==> src/rtl/adsr_pkg.sv <==
package adsr_pkg;

    // level format
    localparam int LEVEL_FRAC_BITS = 24;
    localparam int OUT_W   = LEVEL_FRAC_BITS + 1;   // reported level, steps, targets
    localparam int LEVEL_W = LEVEL_FRAC_BITS + 2;   // stored level, room for attack overshoot

    // field widths
    localparam int LEN_W = 20;
    localparam int SUS_W = 16;
    localparam int VEL_W = 7;
    localparam int CFG_IDX_W  = 2;
    localparam int CFG_DATA_W = 20;

    // shared divider, wide enough for velocity scaled to a level
    localparam int DIV_W = LEVEL_FRAC_BITS + VEL_W;

    localparam logic [OUT_W-1:0] ONE_FX     = {1'b1, {LEVEL_FRAC_BITS{1'b0}}};
    localparam logic [OUT_W-1:0] HOLD_RESET = ONE_FX >> 1;
    localparam logic [LEN_W-1:0] VEL_SCALE  = LEN_W'(127);

    localparam logic [LEN_W-1:0] LEN_RESET = LEN_W'(480);
    localparam logic [SUS_W-1:0] SUS_RESET = SUS_W'(32768);

    // configuration register indexes
    localparam logic [CFG_IDX_W-1:0] REG_ATTACK_LEN    = 2'd0;
    localparam logic [CFG_IDX_W-1:0] REG_DECAY_LEN     = 2'd1;
    localparam logic [CFG_IDX_W-1:0] REG_SUSTAIN_LEVEL = 2'd2;
    localparam logic [CFG_IDX_W-1:0] REG_RELEASE_LEN   = 2'd3;

    // item kinds
    localparam logic [1:0] FUNC_TICK     = 2'd0;
    localparam logic [1:0] FUNC_NOTE_ON  = 2'd1;
    localparam logic [1:0] FUNC_NOTE_OFF = 2'd2;

    // envelope phases
    localparam logic [1:0] PH_ATTACK = 2'd0;
    localparam logic [1:0] PH_DECAY  = 2'd1;
    localparam logic [1:0] PH_HOLD   = 2'd2;
    localparam logic [1:0] PH_IDLE   = 2'd3;

    typedef enum logic [3:0] {
        S_IDLE,
        S_TICK_STEP,
        S_TICK_CHECK,
        S_PEAK_DIV,
        S_HOLD_MUL,
        S_ATK_DIV,
        S_DEC_DIV,
        S_REL_DIV,
        S_RESULT
    } state_t;

    typedef struct packed {
        logic [LEN_W-1:0] attack_len;
        logic [LEN_W-1:0] decay_len;
        logic [SUS_W-1:0] sustain_level;
        logic [LEN_W-1:0] release_len;
    } cfg_t;

    typedef struct packed {
        logic             start;
        logic [DIV_W-1:0] dividend;
        logic [LEN_W-1:0] divisor;
    } div_req_t;

    typedef struct packed {
        logic             done;
        logic [DIV_W-1:0] quotient;
    } div_rsp_t;

    typedef struct packed {
        logic             release_done;
        logic             releasing;
        logic             released;
        logic [1:0]       phase;
        logic [OUT_W-1:0] level;
    } res_t;

endpackage

==> src/rtl/adsr_cfg.sv <==
module adsr_cfg (
    input  logic                             clk,
    input  logic                             rst_n,
    input  logic                             cfg_valid,
    output logic                             cfg_ready,
    input  logic [adsr_pkg::CFG_IDX_W-1:0]   cfg_index,
    input  logic [adsr_pkg::CFG_DATA_W-1:0]  cfg_data,
    output adsr_pkg::cfg_t                   cfg
);

    adsr_pkg::cfg_t cfg_reg;

    assign cfg_ready = 1'b1;
    assign cfg       = cfg_reg;

    always_ff @(posedge clk or negedge rst_n)
    begin
        if (!rst_n)
        begin
            cfg_reg.attack_len    <= adsr_pkg::LEN_RESET;
            cfg_reg.decay_len     <= adsr_pkg::LEN_RESET;
            cfg_reg.sustain_level <= adsr_pkg::SUS_RESET;
            cfg_reg.release_len   <= adsr_pkg::LEN_RESET;
        end
        else if (cfg_valid)
        begin
            case (cfg_index)
                adsr_pkg::REG_ATTACK_LEN:
                    cfg_reg.attack_len <= cfg_data[adsr_pkg::LEN_W-1:0];
                adsr_pkg::REG_DECAY_LEN:
                    cfg_reg.decay_len <= cfg_data[adsr_pkg::LEN_W-1:0];
                adsr_pkg::REG_SUSTAIN_LEVEL:
                    cfg_reg.sustain_level <= cfg_data[adsr_pkg::SUS_W-1:0];
                adsr_pkg::REG_RELEASE_LEN:
                    cfg_reg.release_len <= cfg_data[adsr_pkg::LEN_W-1:0];
                default:
                    cfg_reg <= cfg_reg;
            endcase
        end
    end

endmodule

==> src/rtl/adsr_div.sv <==
module adsr_div (
    input  logic                clk,
    input  logic                rst_n,
    input  adsr_pkg::div_req_t  req,
    output adsr_pkg::div_rsp_t  rsp
);

    localparam int DW    = adsr_pkg::DIV_W;
    localparam int LW    = adsr_pkg::LEN_W;
    localparam int CNT_W = $clog2(DW);

    logic [DW-1:0]    quo_reg;
    logic [LW-1:0]    rem_reg;
    logic [LW-1:0]    dvs_reg;
    logic [CNT_W-1:0] cnt_reg;
    logic             busy_reg;
    logic             done_reg;

    logic [LW:0]   trial;
    logic [LW:0]   diff;
    logic          fits;
    logic [LW-1:0] rem_next;
    logic [DW-1:0] quo_next;
    logic          last;

    // one quotient bit a cycle, restoring
    assign trial    = {rem_reg, quo_reg[DW-1]};
    assign fits     = trial >= {1'b0, dvs_reg};
    assign diff     = trial - {1'b0, dvs_reg};
    assign rem_next = fits ? diff[LW-1:0] : trial[LW-1:0];
    assign quo_next = {quo_reg[DW-2:0], fits};
    assign last     = cnt_reg == CNT_W'(DW - 1);

    always_ff @(posedge clk or negedge rst_n)
    begin
        if (!rst_n)
        begin
            busy_reg <= 1'b0;
            done_reg <= 1'b0;
            cnt_reg  <= '0;
        end
        else if (req.start)
        begin
            busy_reg <= 1'b1;
            done_reg <= 1'b0;
            cnt_reg  <= '0;
        end
        else if (busy_reg)
        begin
            cnt_reg <= cnt_reg + CNT_W'(1);
            if (last)
            begin
                busy_reg <= 1'b0;
                done_reg <= 1'b1;
            end
        end
        else
        begin
            done_reg <= 1'b0;
        end
    end

    always_ff @(posedge clk)
    begin
        if (req.start)
        begin
            quo_reg <= req.dividend;
            rem_reg <= '0;
            dvs_reg <= req.divisor;
        end
        else if (busy_reg)
        begin
            quo_reg <= quo_next;
            rem_reg <= rem_next;
        end
    end

    assign rsp.done     = done_reg;
    assign rsp.quotient = quo_reg;

    a_done_not_busy: assert property (@(posedge clk) disable iff (!rst_n)
        done_reg |-> !busy_reg)
        else $error("divider done while still iterating");

endmodule

==> src/rtl/adsr_ctrl.sv <==
module adsr_ctrl (
    input  logic                clk,
    input  logic                rst_n,
    input  adsr_pkg::cfg_t      cfg,
    input  logic                item_valid,
    output logic                item_ready,
    input  logic [1:0]          item_func,
    input  logic [adsr_pkg::VEL_W-1:0] item_velocity,
    output logic                res_valid,
    input  logic                res_take,
    output adsr_pkg::res_t      res,
    output adsr_pkg::div_req_t  div_req,
    input  adsr_pkg::div_rsp_t  div_rsp
);

    localparam int OW = adsr_pkg::OUT_W;
    localparam int LV = adsr_pkg::LEVEL_W;
    localparam int LW = adsr_pkg::LEN_W;
    localparam int SW = adsr_pkg::SUS_W;
    localparam int DW = adsr_pkg::DIV_W;

    adsr_pkg::state_t state_reg, state_next;

    logic [LV-1:0] env_reg,      env_next;
    logic [OW-1:0] step_atk_reg, step_atk_next;
    logic [OW-1:0] step_dec_reg, step_dec_next;
    logic [OW-1:0] step_rel_reg, step_rel_next;
    logic [OW-1:0] peak_reg,     peak_next;
    logic [OW-1:0] hold_reg,     hold_next;
    logic [1:0]    phase_reg,    phase_next;
    logic          moving_reg,   moving_next;
    logic          done_reg,     done_next;
    logic          rel_reg,      rel_next;
    logic          pulse_reg,    pulse_next;

    logic [LV-1:0]    one_lv;
    logic [LV-1:0]    lvl_clamp;
    logic [LV-1:0]    dn_step;
    logic [OW+SW-1:0] hold_prod;
    logic [OW-1:0]    quo_min1;
    logic [1:0]       phase_adv;
    logic [LW-1:0]    atk_dvs;
    logic [LW-1:0]    dec_dvs;
    logic [LW-1:0]    rel_dvs;

    assign one_lv    = {1'b0, adsr_pkg::ONE_FX};
    assign lvl_clamp = (env_reg > one_lv) ? one_lv : env_reg;
    assign dn_step   = {1'b0, (phase_reg == adsr_pkg::PH_DECAY) ? step_dec_reg : step_rel_reg};
    assign hold_prod = peak_reg * cfg.sustain_level;
    // step is at least one
    assign quo_min1  = (div_rsp.quotient[OW-1:0] == '0) ? OW'(1) : div_rsp.quotient[OW-1:0];
    // zero length counts as one
    assign atk_dvs   = (cfg.attack_len  == '0) ? LW'(1) : cfg.attack_len;
    assign dec_dvs   = (cfg.decay_len   == '0) ? LW'(1) : cfg.decay_len;
    assign rel_dvs   = (cfg.release_len == '0) ? LW'(1) : cfg.release_len;

    always_ff @(posedge clk or negedge rst_n)
    begin
        if (!rst_n)
        begin
            state_reg    <= adsr_pkg::S_IDLE;
            env_reg      <= '0;
            step_atk_reg <= '0;
            step_dec_reg <= '0;
            step_rel_reg <= '0;
            peak_reg     <= adsr_pkg::ONE_FX;
            hold_reg     <= adsr_pkg::HOLD_RESET;
            phase_reg    <= adsr_pkg::PH_IDLE;
            moving_reg   <= 1'b0;
            done_reg     <= 1'b1;
            rel_reg      <= 1'b0;
            pulse_reg    <= 1'b0;
        end
        else
        begin
            state_reg    <= state_next;
            env_reg      <= env_next;
            step_atk_reg <= step_atk_next;
            step_dec_reg <= step_dec_next;
            step_rel_reg <= step_rel_next;
            peak_reg     <= peak_next;
            hold_reg     <= hold_next;
            phase_reg    <= phase_next;
            moving_reg   <= moving_next;
            done_reg     <= done_next;
            rel_reg      <= rel_next;
            pulse_reg    <= pulse_next;
        end
    end

    always_comb
    begin
        state_next    = state_reg;
        env_next      = env_reg;
        step_atk_next = step_atk_reg;
        step_dec_next = step_dec_reg;
        step_rel_next = step_rel_reg;
        peak_next     = peak_reg;
        hold_next     = hold_reg;
        phase_next    = phase_reg;
        moving_next   = moving_reg;
        done_next     = done_reg;
        rel_next      = rel_reg;
        pulse_next    = pulse_reg;
        phase_adv     = phase_reg;
        item_ready    = 1'b0;
        res_valid     = 1'b0;
        div_req.start    = 1'b0;
        div_req.dividend = {{(DW-OW){1'b0}}, peak_reg};
        div_req.divisor  = atk_dvs;

        case (state_reg)
            adsr_pkg::S_IDLE:
            begin
                item_ready = 1'b1;
                if (item_valid)
                begin
                    pulse_next = 1'b0;
                    case (item_func)
                        adsr_pkg::FUNC_TICK:
                            state_next = (phase_reg == adsr_pkg::PH_IDLE) ?
                                         adsr_pkg::S_RESULT : adsr_pkg::S_TICK_STEP;
                        adsr_pkg::FUNC_NOTE_ON:
                        begin
                            // peak = velocity / 127 in level format
                            div_req.start    = 1'b1;
                            div_req.dividend = {item_velocity,
                                                {adsr_pkg::LEVEL_FRAC_BITS{1'b0}}};
                            div_req.divisor  = adsr_pkg::VEL_SCALE;
                            state_next       = adsr_pkg::S_PEAK_DIV;
                        end
                        adsr_pkg::FUNC_NOTE_OFF:
                        begin
                            if (phase_reg != adsr_pkg::PH_IDLE)
                            begin
                                div_req.start    = 1'b1;
                                div_req.dividend = {{(DW-LV){1'b0}}, lvl_clamp};
                                div_req.divisor  = rel_dvs;
                                state_next       = adsr_pkg::S_REL_DIV;
                            end
                            else
                            begin
                                state_next = adsr_pkg::S_RESULT;
                            end
                        end
                        default:
                            state_next = adsr_pkg::S_RESULT;
                    endcase
                end
            end

            adsr_pkg::S_TICK_STEP:
            begin
                env_next = lvl_clamp;
                if (moving_reg)
                begin
                    if (phase_reg == adsr_pkg::PH_ATTACK)
                        env_next = lvl_clamp + {1'b0, step_atk_reg};
                    else
                        env_next = (lvl_clamp > dn_step) ? (lvl_clamp - dn_step) : '0;
                end
                state_next = adsr_pkg::S_TICK_CHECK;
            end

            adsr_pkg::S_TICK_CHECK:
            begin
                if (((phase_reg == adsr_pkg::PH_ATTACK) && (env_reg >= {1'b0, peak_reg})) ||
                    ((phase_reg == adsr_pkg::PH_HOLD) && (env_reg == '0)))
                begin
                    phase_adv = phase_reg + 2'd1;
                end
                else if ((phase_reg == adsr_pkg::PH_DECAY) && (env_reg <= {1'b0, hold_reg}))
                begin
                    moving_next = 1'b0;
                    phase_adv   = adsr_pkg::PH_HOLD;
                end
                phase_next = phase_adv;
                // envelope finished
                if (phase_adv == adsr_pkg::PH_IDLE)
                begin
                    moving_next = 1'b0;
                    env_next    = '0;
                    done_next   = 1'b1;
                    rel_next    = 1'b0;
                    pulse_next  = 1'b1;
                end
                state_next = adsr_pkg::S_RESULT;
            end

            adsr_pkg::S_PEAK_DIV:
            begin
                if (div_rsp.done)
                begin
                    peak_next  = div_rsp.quotient[OW-1:0];
                    state_next = adsr_pkg::S_HOLD_MUL;
                end
            end

            adsr_pkg::S_HOLD_MUL:
            begin
                hold_next     = hold_prod[SW +: OW];
                div_req.start = 1'b1;
                state_next    = adsr_pkg::S_ATK_DIV;
            end

            adsr_pkg::S_ATK_DIV:
            begin
                if (div_rsp.done)
                begin
                    step_atk_next   = quo_min1;
                    div_req.start   = 1'b1;
                    div_req.divisor = dec_dvs;
                    state_next      = adsr_pkg::S_DEC_DIV;
                end
            end

            adsr_pkg::S_DEC_DIV:
            begin
                if (div_rsp.done)
                begin
                    step_dec_next = quo_min1;
                    moving_next   = 1'b1;
                    done_next     = 1'b0;
                    rel_next      = 1'b0;
                    phase_next    = adsr_pkg::PH_ATTACK;
                    state_next    = adsr_pkg::S_RESULT;
                end
            end

            adsr_pkg::S_REL_DIV:
            begin
                if (div_rsp.done)
                begin
                    step_rel_next = quo_min1;
                    moving_next   = 1'b1;
                    rel_next      = 1'b1;
                    phase_next    = adsr_pkg::PH_HOLD;
                    state_next    = adsr_pkg::S_RESULT;
                end
            end

            adsr_pkg::S_RESULT:
            begin
                res_valid = 1'b1;
                if (res_take)
                    state_next = adsr_pkg::S_IDLE;
            end

            default:
                state_next = adsr_pkg::S_IDLE;
        endcase
    end

    assign res.level        = (env_reg > one_lv) ? adsr_pkg::ONE_FX : env_reg[OW-1:0];
    assign res.phase        = phase_reg;
    assign res.released     = done_reg;
    assign res.releasing    = rel_reg;
    assign res.release_done = pulse_reg;

    a_div_done_waited: assert property (@(posedge clk) disable iff (!rst_n)
        div_rsp.done |-> (state_reg == adsr_pkg::S_PEAK_DIV ||
                          state_reg == adsr_pkg::S_ATK_DIV ||
                          state_reg == adsr_pkg::S_DEC_DIV ||
                          state_reg == adsr_pkg::S_REL_DIV))
        else $error("divider result arrived with nobody waiting");

    a_idle_still: assert property (@(posedge clk) disable iff (!rst_n)
        (phase_reg == adsr_pkg::PH_IDLE) |-> !moving_reg)
        else $error("level moving while envelope idle");

    a_flags_exclusive: assert property (@(posedge clk) disable iff (!rst_n)
        !(done_reg && rel_reg))
        else $error("released and releasing both set");

    a_pulse_idle: assert property (@(posedge clk) disable iff (!rst_n)
        pulse_reg |-> (phase_reg == adsr_pkg::PH_IDLE && done_reg))
        else $error("release done pulse outside idle");

endmodule

==> src/rtl/linear_adsr_envelope.sv <==
// channel  | dir | signals                                   | content
// s_axis   | in  | s_axis_tvalid/tready/tdata[7:0]/tuser[1:0]| velocity; tuser = func
// m_axis   | out | m_axis_tvalid/tready/tdata[31:0]          | level, phase, flags
// cfg      | in  | cfg_valid/ready/index[1:0]/data[19:0]     | 0 attack, 1 decay,
//          |     |                                           | 2 sustain, 3 release
//
// tick: step and check states, then the result handoff (an idle envelope skips to the result)
// note-on: three passes of the shared restoring divider plus the
//   sustain multiply; note-off: one divider pass unless the envelope is idle
// one item in flight; s_axis_tready is high only while the sequencer is idle
// the output register holds a finished item, so the next item is taken while
//   m_axis is stalled; a second result waits in the sequencer until it drains
// rst_n clears the envelope to idle and the registers to 480/480/0.5/480
module linear_adsr_envelope (
    input  logic        clk,
    input  logic        rst_n,

    input  logic        s_axis_tvalid,
    output logic        s_axis_tready,
    input  logic [7:0]  s_axis_tdata,   // [6:0] velocity, [7] zero
    input  logic [1:0]  s_axis_tuser,   // [1:0] func

    output logic        m_axis_tvalid,
    input  logic        m_axis_tready,
    output logic [31:0] m_axis_tdata,   // [24:0] level, [26:25] phase, [27] released,
                                        // [28] releasing, [29] release_done, [31:30] zero

    input  logic        cfg_valid,
    output logic        cfg_ready,
    input  logic [adsr_pkg::CFG_IDX_W-1:0]  cfg_index,
    input  logic [adsr_pkg::CFG_DATA_W-1:0] cfg_data
);

    adsr_pkg::cfg_t     cfg;
    adsr_pkg::div_req_t div_req;
    adsr_pkg::div_rsp_t div_rsp;
    adsr_pkg::res_t     res;

    logic        res_valid;
    logic        out_free;
    logic        out_valid_reg;
    logic [31:0] out_data_reg;

    // register file
    adsr_cfg u_cfg (
        .clk       (clk),
        .rst_n     (rst_n),
        .cfg_valid (cfg_valid),
        .cfg_ready (cfg_ready),
        .cfg_index (cfg_index),
        .cfg_data  (cfg_data),
        .cfg       (cfg)
    );

    // shared serial divider: velocity scaling and all three step sizes
    adsr_div u_div (
        .clk   (clk),
        .rst_n (rst_n),
        .req   (div_req),
        .rsp   (div_rsp)
    );

    // sequencer and envelope state
    adsr_ctrl u_ctrl (
        .clk           (clk),
        .rst_n         (rst_n),
        .cfg           (cfg),
        .item_valid    (s_axis_tvalid),
        .item_ready    (s_axis_tready),
        .item_func     (s_axis_tuser),
        .item_velocity (s_axis_tdata[adsr_pkg::VEL_W-1:0]),
        .res_valid     (res_valid),
        .res_take      (out_free),
        .res           (res),
        .div_req       (div_req),
        .div_rsp       (div_rsp)
    );

    // output register: free when empty or draining this cycle
    assign out_free = !out_valid_reg || m_axis_tready;

    always_ff @(posedge clk or negedge rst_n)
    begin
        if (!rst_n)
            out_valid_reg <= 1'b0;
        else if (out_free)
            out_valid_reg <= res_valid;
    end

    always_ff @(posedge clk)
    begin
        if (out_free && res_valid)
            out_data_reg <= {2'b00, res};
    end

    assign m_axis_tvalid = out_valid_reg;
    assign m_axis_tdata  = out_data_reg;

endmodule
==> config.mk <==
export PLATFORM = sky130hd
export DESIGN_NAME = linear_adsr_envelope
export DESIGN_NICKNAME = d
export VERILOG_FILES = /design/src/rtl/adsr_pkg.sv /design/src/rtl/adsr_cfg.sv /design/src/rtl/adsr_div.sv /design/src/rtl/adsr_ctrl.sv /design/src/rtl/linear_adsr_envelope.sv
export SDC_FILE = /design/constraint.sdc
export NUM_CORES = 2
export LEC_CHECK = 0
export ABC_AREA = 1
export ABC_CLOCK_PERIOD_IN_PS = 11630
export BUFFER_PORTS_ARGS = -buffer_cell sky130_fd_sc_hd__buf_4
export CAP_MARGIN = 30
export CORE_MARGIN = 8
export CORE_UTILIZATION = 51
export CTS_BUF_LIST = sky130_fd_sc_hd__clkbuf_2 sky130_fd_sc_hd__clkbuf_4 sky130_fd_sc_hd__clkbuf_8
export DETAILED_ROUTE_END_ITERATION = 12
export PLACE_DENSITY_LB_ADDON = 0.1
export REMOVE_ABC_BUFFERS = 1
export SYNTH_ARGS = -nofsm -noshare
export SYNTH_HDL_FRONTEND = slang
export SYNTH_HIERARCHICAL = 1
export SYNTH_SLANG_ARGS = --single-unit
==> constraint.sdc <==
create_clock -name clk -period 11.63 [get_ports clk]
set_input_delay 0 -clock clk [delete_from_list [all_inputs] [get_ports clk]]
set_output_delay 0 -clock clk [all_outputs]
set_load 0.01 [all_outputs]
# == After elaboration in Yosys (flattened, before gate mapping) ==
# Index checks and enable logic that the tools add are counted.
# classes
reduce_logical,38
n_eq_ne,30
n_addsub,5
muxes,59
n_mul,1
order_cmp,5
# ops
op,n
two-way mux 26 bit,5
two-way mux 52 bit,2
one-hot mux 52 bit (2 select lines),1
two-way mux 20 bit,5
two-way mux 31 bit,3
logical NOT 20 bit,3
one-hot mux 26 bit (2 select lines),1
two-way mux 25 bit,2
multiplier 25 x 16 -> 41 bit,1
one-hot mux 20 bit (2 select lines),1
one-hot mux 4 bit (8 select lines),1
two-way mux 4 bit,7
adder 26 x 25 -> 26 bit,1
>= comparator 26 x 25 -> 1 bit,1
greater-than comparator 26 x 25 -> 1 bit,1
"greater-than comparator 26 x 25 -> 1 bit, second input constant",1
<= comparator 26 x 25 -> 1 bit,1
logical NOT 26 bit,1
subtractor 26 x 25 -> 26 bit,1
logical NOT 25 bit,1
>= comparator 21 x 20 -> 1 bit,1
subtractor 20 bit,1
AND reduction 2 bit,9
two-way mux 1 bit,17
30 further kinds,70
# word_totals
wordCells,163
ff_bits,346
in_bits,37

# == Depth between registers and ports, before layout ==
# logic_depth
ltp_word,8
ltp_mapped,30
depth_no_buf,28

# == By module ==
# Netlist, hierarchy kept.
# by_module_without_submodules
module,cells_each,instances,area_per_inst_um2,seq_area_each_um2
adsr_ctrl,3696,1,26223.9,4035.1
adsr_div,605,1,4695.8,2107.0
adsr_cfg,343,1,3134.3,1918.1
linear_adsr_envelope,39,1,964.7,925.9

# == Least setup slack after synthesis ==
# OpenSTA, ideal clock, no wires.
# synth_timing
path_kind,reg2reg
from,reg u_ctrl.peak_reg[22]
to,reg u_ctrl.hold_reg[24]
arrival_time_ns,5.624
required_ns,11.500
period_less_slack_ns,5.754
path_slack_ns,5.876
setup_ns,0.130
stages_incl_launch_ff,26
path_cell_list,dfrtp_1 -> clkbuf_1 -> clkbuf_1 -> nand2_1 -> fa_1 -> inv_1 -> fa_1 -> inv_1 -> fa_1 -> inv_1 -> fa_1 -> fa_1 -> inv_1 -> fa_1 -> inv_1 -> ha_1 -> nand2_1 -> inv_1 -> a21oi_1 -> a21boi_0 -> o21ai_0 -> nand2_1 -> nand3_1 -> or2_2 -> nand3_1 -> o21ai_0
# synth_via
elab_chain_cells,1
# synth_lines
element,line_no,rtl
from (decl),adsr_ctrl.sv:28,"logic [OW-1:0] peak_reg, peak_next;"
from (signal assigned),adsr_ctrl.sv:66,peak_reg <= adsr_pkg::ONE_FX;
from (signal assigned),adsr_ctrl.sv:81,peak_reg <= peak_next;
multiplier 25 x 16 -> 41 bit,adsr_ctrl.sv:49,assign hold_prod = peak_reg * cfg.sustain_level;
to (signal assigned),adsr_ctrl.sv:67,hold_reg <= adsr_pkg::HOLD_RESET;
to (signal assigned),adsr_ctrl.sv:82,hold_reg <= hold_next;
to (decl),adsr_ctrl.sv:29,"logic [OW-1:0] hold_reg, hold_next;"
# No other way between the ends.
# A chain may end at the register's enable or synchronous reset.

# == Final worst setup path ==
# layout_timing
from,reg u_ctrl.peak_reg[11]
to,reg u_ctrl.hold_reg[24]
# The elaborated chain is that of the path after synthesis.

==> flow_metrics.tcl <==
set metrics [dict create \
    synth_edf_count 81 \
    grt_pass1_wl_um 166500 \
    area_delta_synth_final_pct 8.479 \
    dp_hpwl_um 78960 \
    finalHoldViolCount 0 \
    post-cts-setup-buffers 0 \
    tightest_slew_ns 1.025 \
    antenna_found_initial 1 \
    cts_tree "done" \
    p_leak_nw 20.28 \
    stdcell_count 5645 \
    grt_pass1_vias 30190 \
    wl_um 102800 \
    fmax_ghz 0.1574 \
    drc 0 \
    numClockSinks 346 \
    synth_flop_cell "dfrtp_1" \
    port_buffers 67 \
    die_height_um 278.0 \
    worst_setup_path_start_kind "register" \
    synth-simple-area-share 0.2402 \
    slew_headroom 0.3158 \
    drt-pass1-iter-count 6 \
    vias 30250 \
    maxCapViolations 0 \
    ys_ff_latch 346 \
    dieArea_um2 77300 \
    netlist.area_leader.share 0.1841 \
    finalSetupTns_ns 0 \
    cts-root-buf "clkbuf_8" \
    clkSlewWorstSetupHoldPaths_ns 0.06 \
    postRouteAntennaNets 0 \
    syn_area_per_cell_um2 7.478 \
    io_pins 72 \
    final_cell_mix "nand2_1 (1380), inv_1 (896), fa_1 (322)" \
    slew_viol_final 0 \
    synthTopCellsByArea "fa_1 (18%), dfrtp_1 (16%), nand2_1 (15%)" \
    synthMuxAreaShare 0.007182 \
    gr-usage-all-layers 0.2672 \
    fin_util 0.5558 \
    final_common_cell "nand2_1" \
    gp_congestion 0.9497 \
    avgViaCountPerCell 5.358 \
    synth_compound_area_frac 0.09125 \
    synthArstFlopShare 0.7081 \
    rows 96 \
    worstHoldPathType "in -> reg" \
    worst_ir_drop_vdd_mv 0.1422 \
    powerDensity_nw_per_um2 169.4 \
    period_share 0.5464 \
    dp_cells 5479 \
    crit_fanout 18 \
    synth_fa_ha_area_frac 0.2691 \
    synth_top_family_by_area "adder cells" \
    critical_path_arrival_ns 6.87 \
    final.min_clock_period_ns 6.355 \
    crit_type "reg -> reg" \
    ys_seq_area_frac 0.2566 \
    yosysTopAreaCell "fa_1" \
    overflow 0 \
    synth_xor_area_frac 0.01100 \
    total_power_mw 6.433 \
    required_ns 12.14 \
    insertion_delay_ns 0.68 \
    drive_gt1_frac 0.06994 \
    whs_ns 0.1347 \
    synth_cell_type_count 60 \
    status "completed" \
    grt_max_degree 144 \
    first_iter_violations 2503 \
    synth_cells 4683 \
    fin_nets 5304 \
    worstSetupEndpointType "register" \
    core-area_um2 68350 \
    initial_utilization 0.5124 \
    wl_per_cell_um 18.22 \
    largest_register_ffs 76 \
    syn-cell-area_um2 35020 \
    cts_buffers 67 \
    clk_path_buf_depth 3 \
    setup_violations 0 \
    rsz0062_at_grt "false" \
    yosys_warnings 6 \
    die_x_um 278.0 \
    fin_skew_ns 0.04199 \
    htreeDepth 3 \
]
## cells in the mapped netlist, drive strengths merged, types with 28 or more instances
master,number
fa,322
nand2,1395
edfxtp,81
a21oi,197
buf,60
dfrtp,227
nor3,28
ha,238
inv,902
nand4,93
o21ai,292
clkbuf,148
nor2,235
nand3,184
nor4,31
## worst max-delay path, cell delays in order, from the launching register on
cell and delay (ns):
dfrtp_1 0.93, nand2_1 0.18, fa_1 0.57, inv_1 0.05, fa_1 0.48, fa_1 0.57, fa_1 0.47, fa_1 0.52
inv_1 0.05, fa_1 0.48, inv_1 0.04, ha_1 0.35, nand2_1 0.14, inv_1 0.05, a21oi_1 0.16, inv_1 0.08
a21boi_0 0.22, o21ai_0 0.17, nand2_1 0.09, nand3_1 0.15, or2_2 0.31, nand3_1 0.06, o21ai_0 0.08
## final timing paths
check / start / endpoint / slack (ns) / cells after the start
max: u_ctrl/peak_reg[11]$_DFFE_PN0P_ / u_ctrl/hold_reg[24]$_DFFE_PN0P_ / 5.27 / 22
min: cfg_data[17] / u_cfg/cfg[73]$_DFFE_PN0P_ / 0.13 / 4
max reg2reg: u_ctrl/peak_reg[11]$_DFFE_PN0P_ / u_ctrl/hold_reg[24]$_DFFE_PN0P_ / 5.27 / 22
min reg2reg: u_ctrl/rel_reg$_DFFE_PN0P_ / m_axis_tdata[28]$_DFFE_PP_ / 0.45 / 0
max in group asynchronous: rst_n / u_ctrl/step_rel_reg[10]$_DFFE_PN0P_ / 10.00 / 4
min in group asynchronous: rst_n / u_cfg/cfg[45]$_DFFE_PN0P_ / 0.42 / 3
## layer usage
metal / GRT usage / wire length (um)
met4: 0.07821 / 2674
met5: 0 / 0
met3: 0.03559 / 6180
met1: 0.3751 / 46700
met2: 0.4312 / 47280
## cell families after synthesis
logic type / Yosys count
fa+ha+maj: 560
mux: 25
simple gates: 2005
xor+xnor: 44
buf+inv: 1114
flops: 346
compound gates: 587
other cells: 2
## metrics by stage
stage | setup slack [ns] | area [um2]
final | 5.275 | 37990
after global routing | 4.903 | 37990
after CTS | 5.218 | 37980
after detailed placement | 5.265 | 36180
after global placement | 5.286 | 36090
after floorplan | 5.956 | 34070
## power by group
group	total [mW]	switching, mW	internal [mW]
clock	1.28	0.603	0.674
sequential	1.83	0.242	1.59
combinational	3.32	2.27	1.06
## final cells by class
cell class | count | area (um2)
diodes | 2 | 5.005
clock buffers | 98 | 1186
clock inverters | 25 | 191.4
fillers | 6634 | 30360
inverters | 906 | 3401
multi-input cells | 3224 | 21710
flip-flops and latches | 346 | 8986
well taps | 882 | 1104
repair buffers | 162 | 1408
## repair_timing
action	in CTS	in global routing
gates resized for setup	0	0
endpoints found under the hold margin	227	0
hold buffers	41	0
No activity file was read; power rests on OpenSTA's default activity.
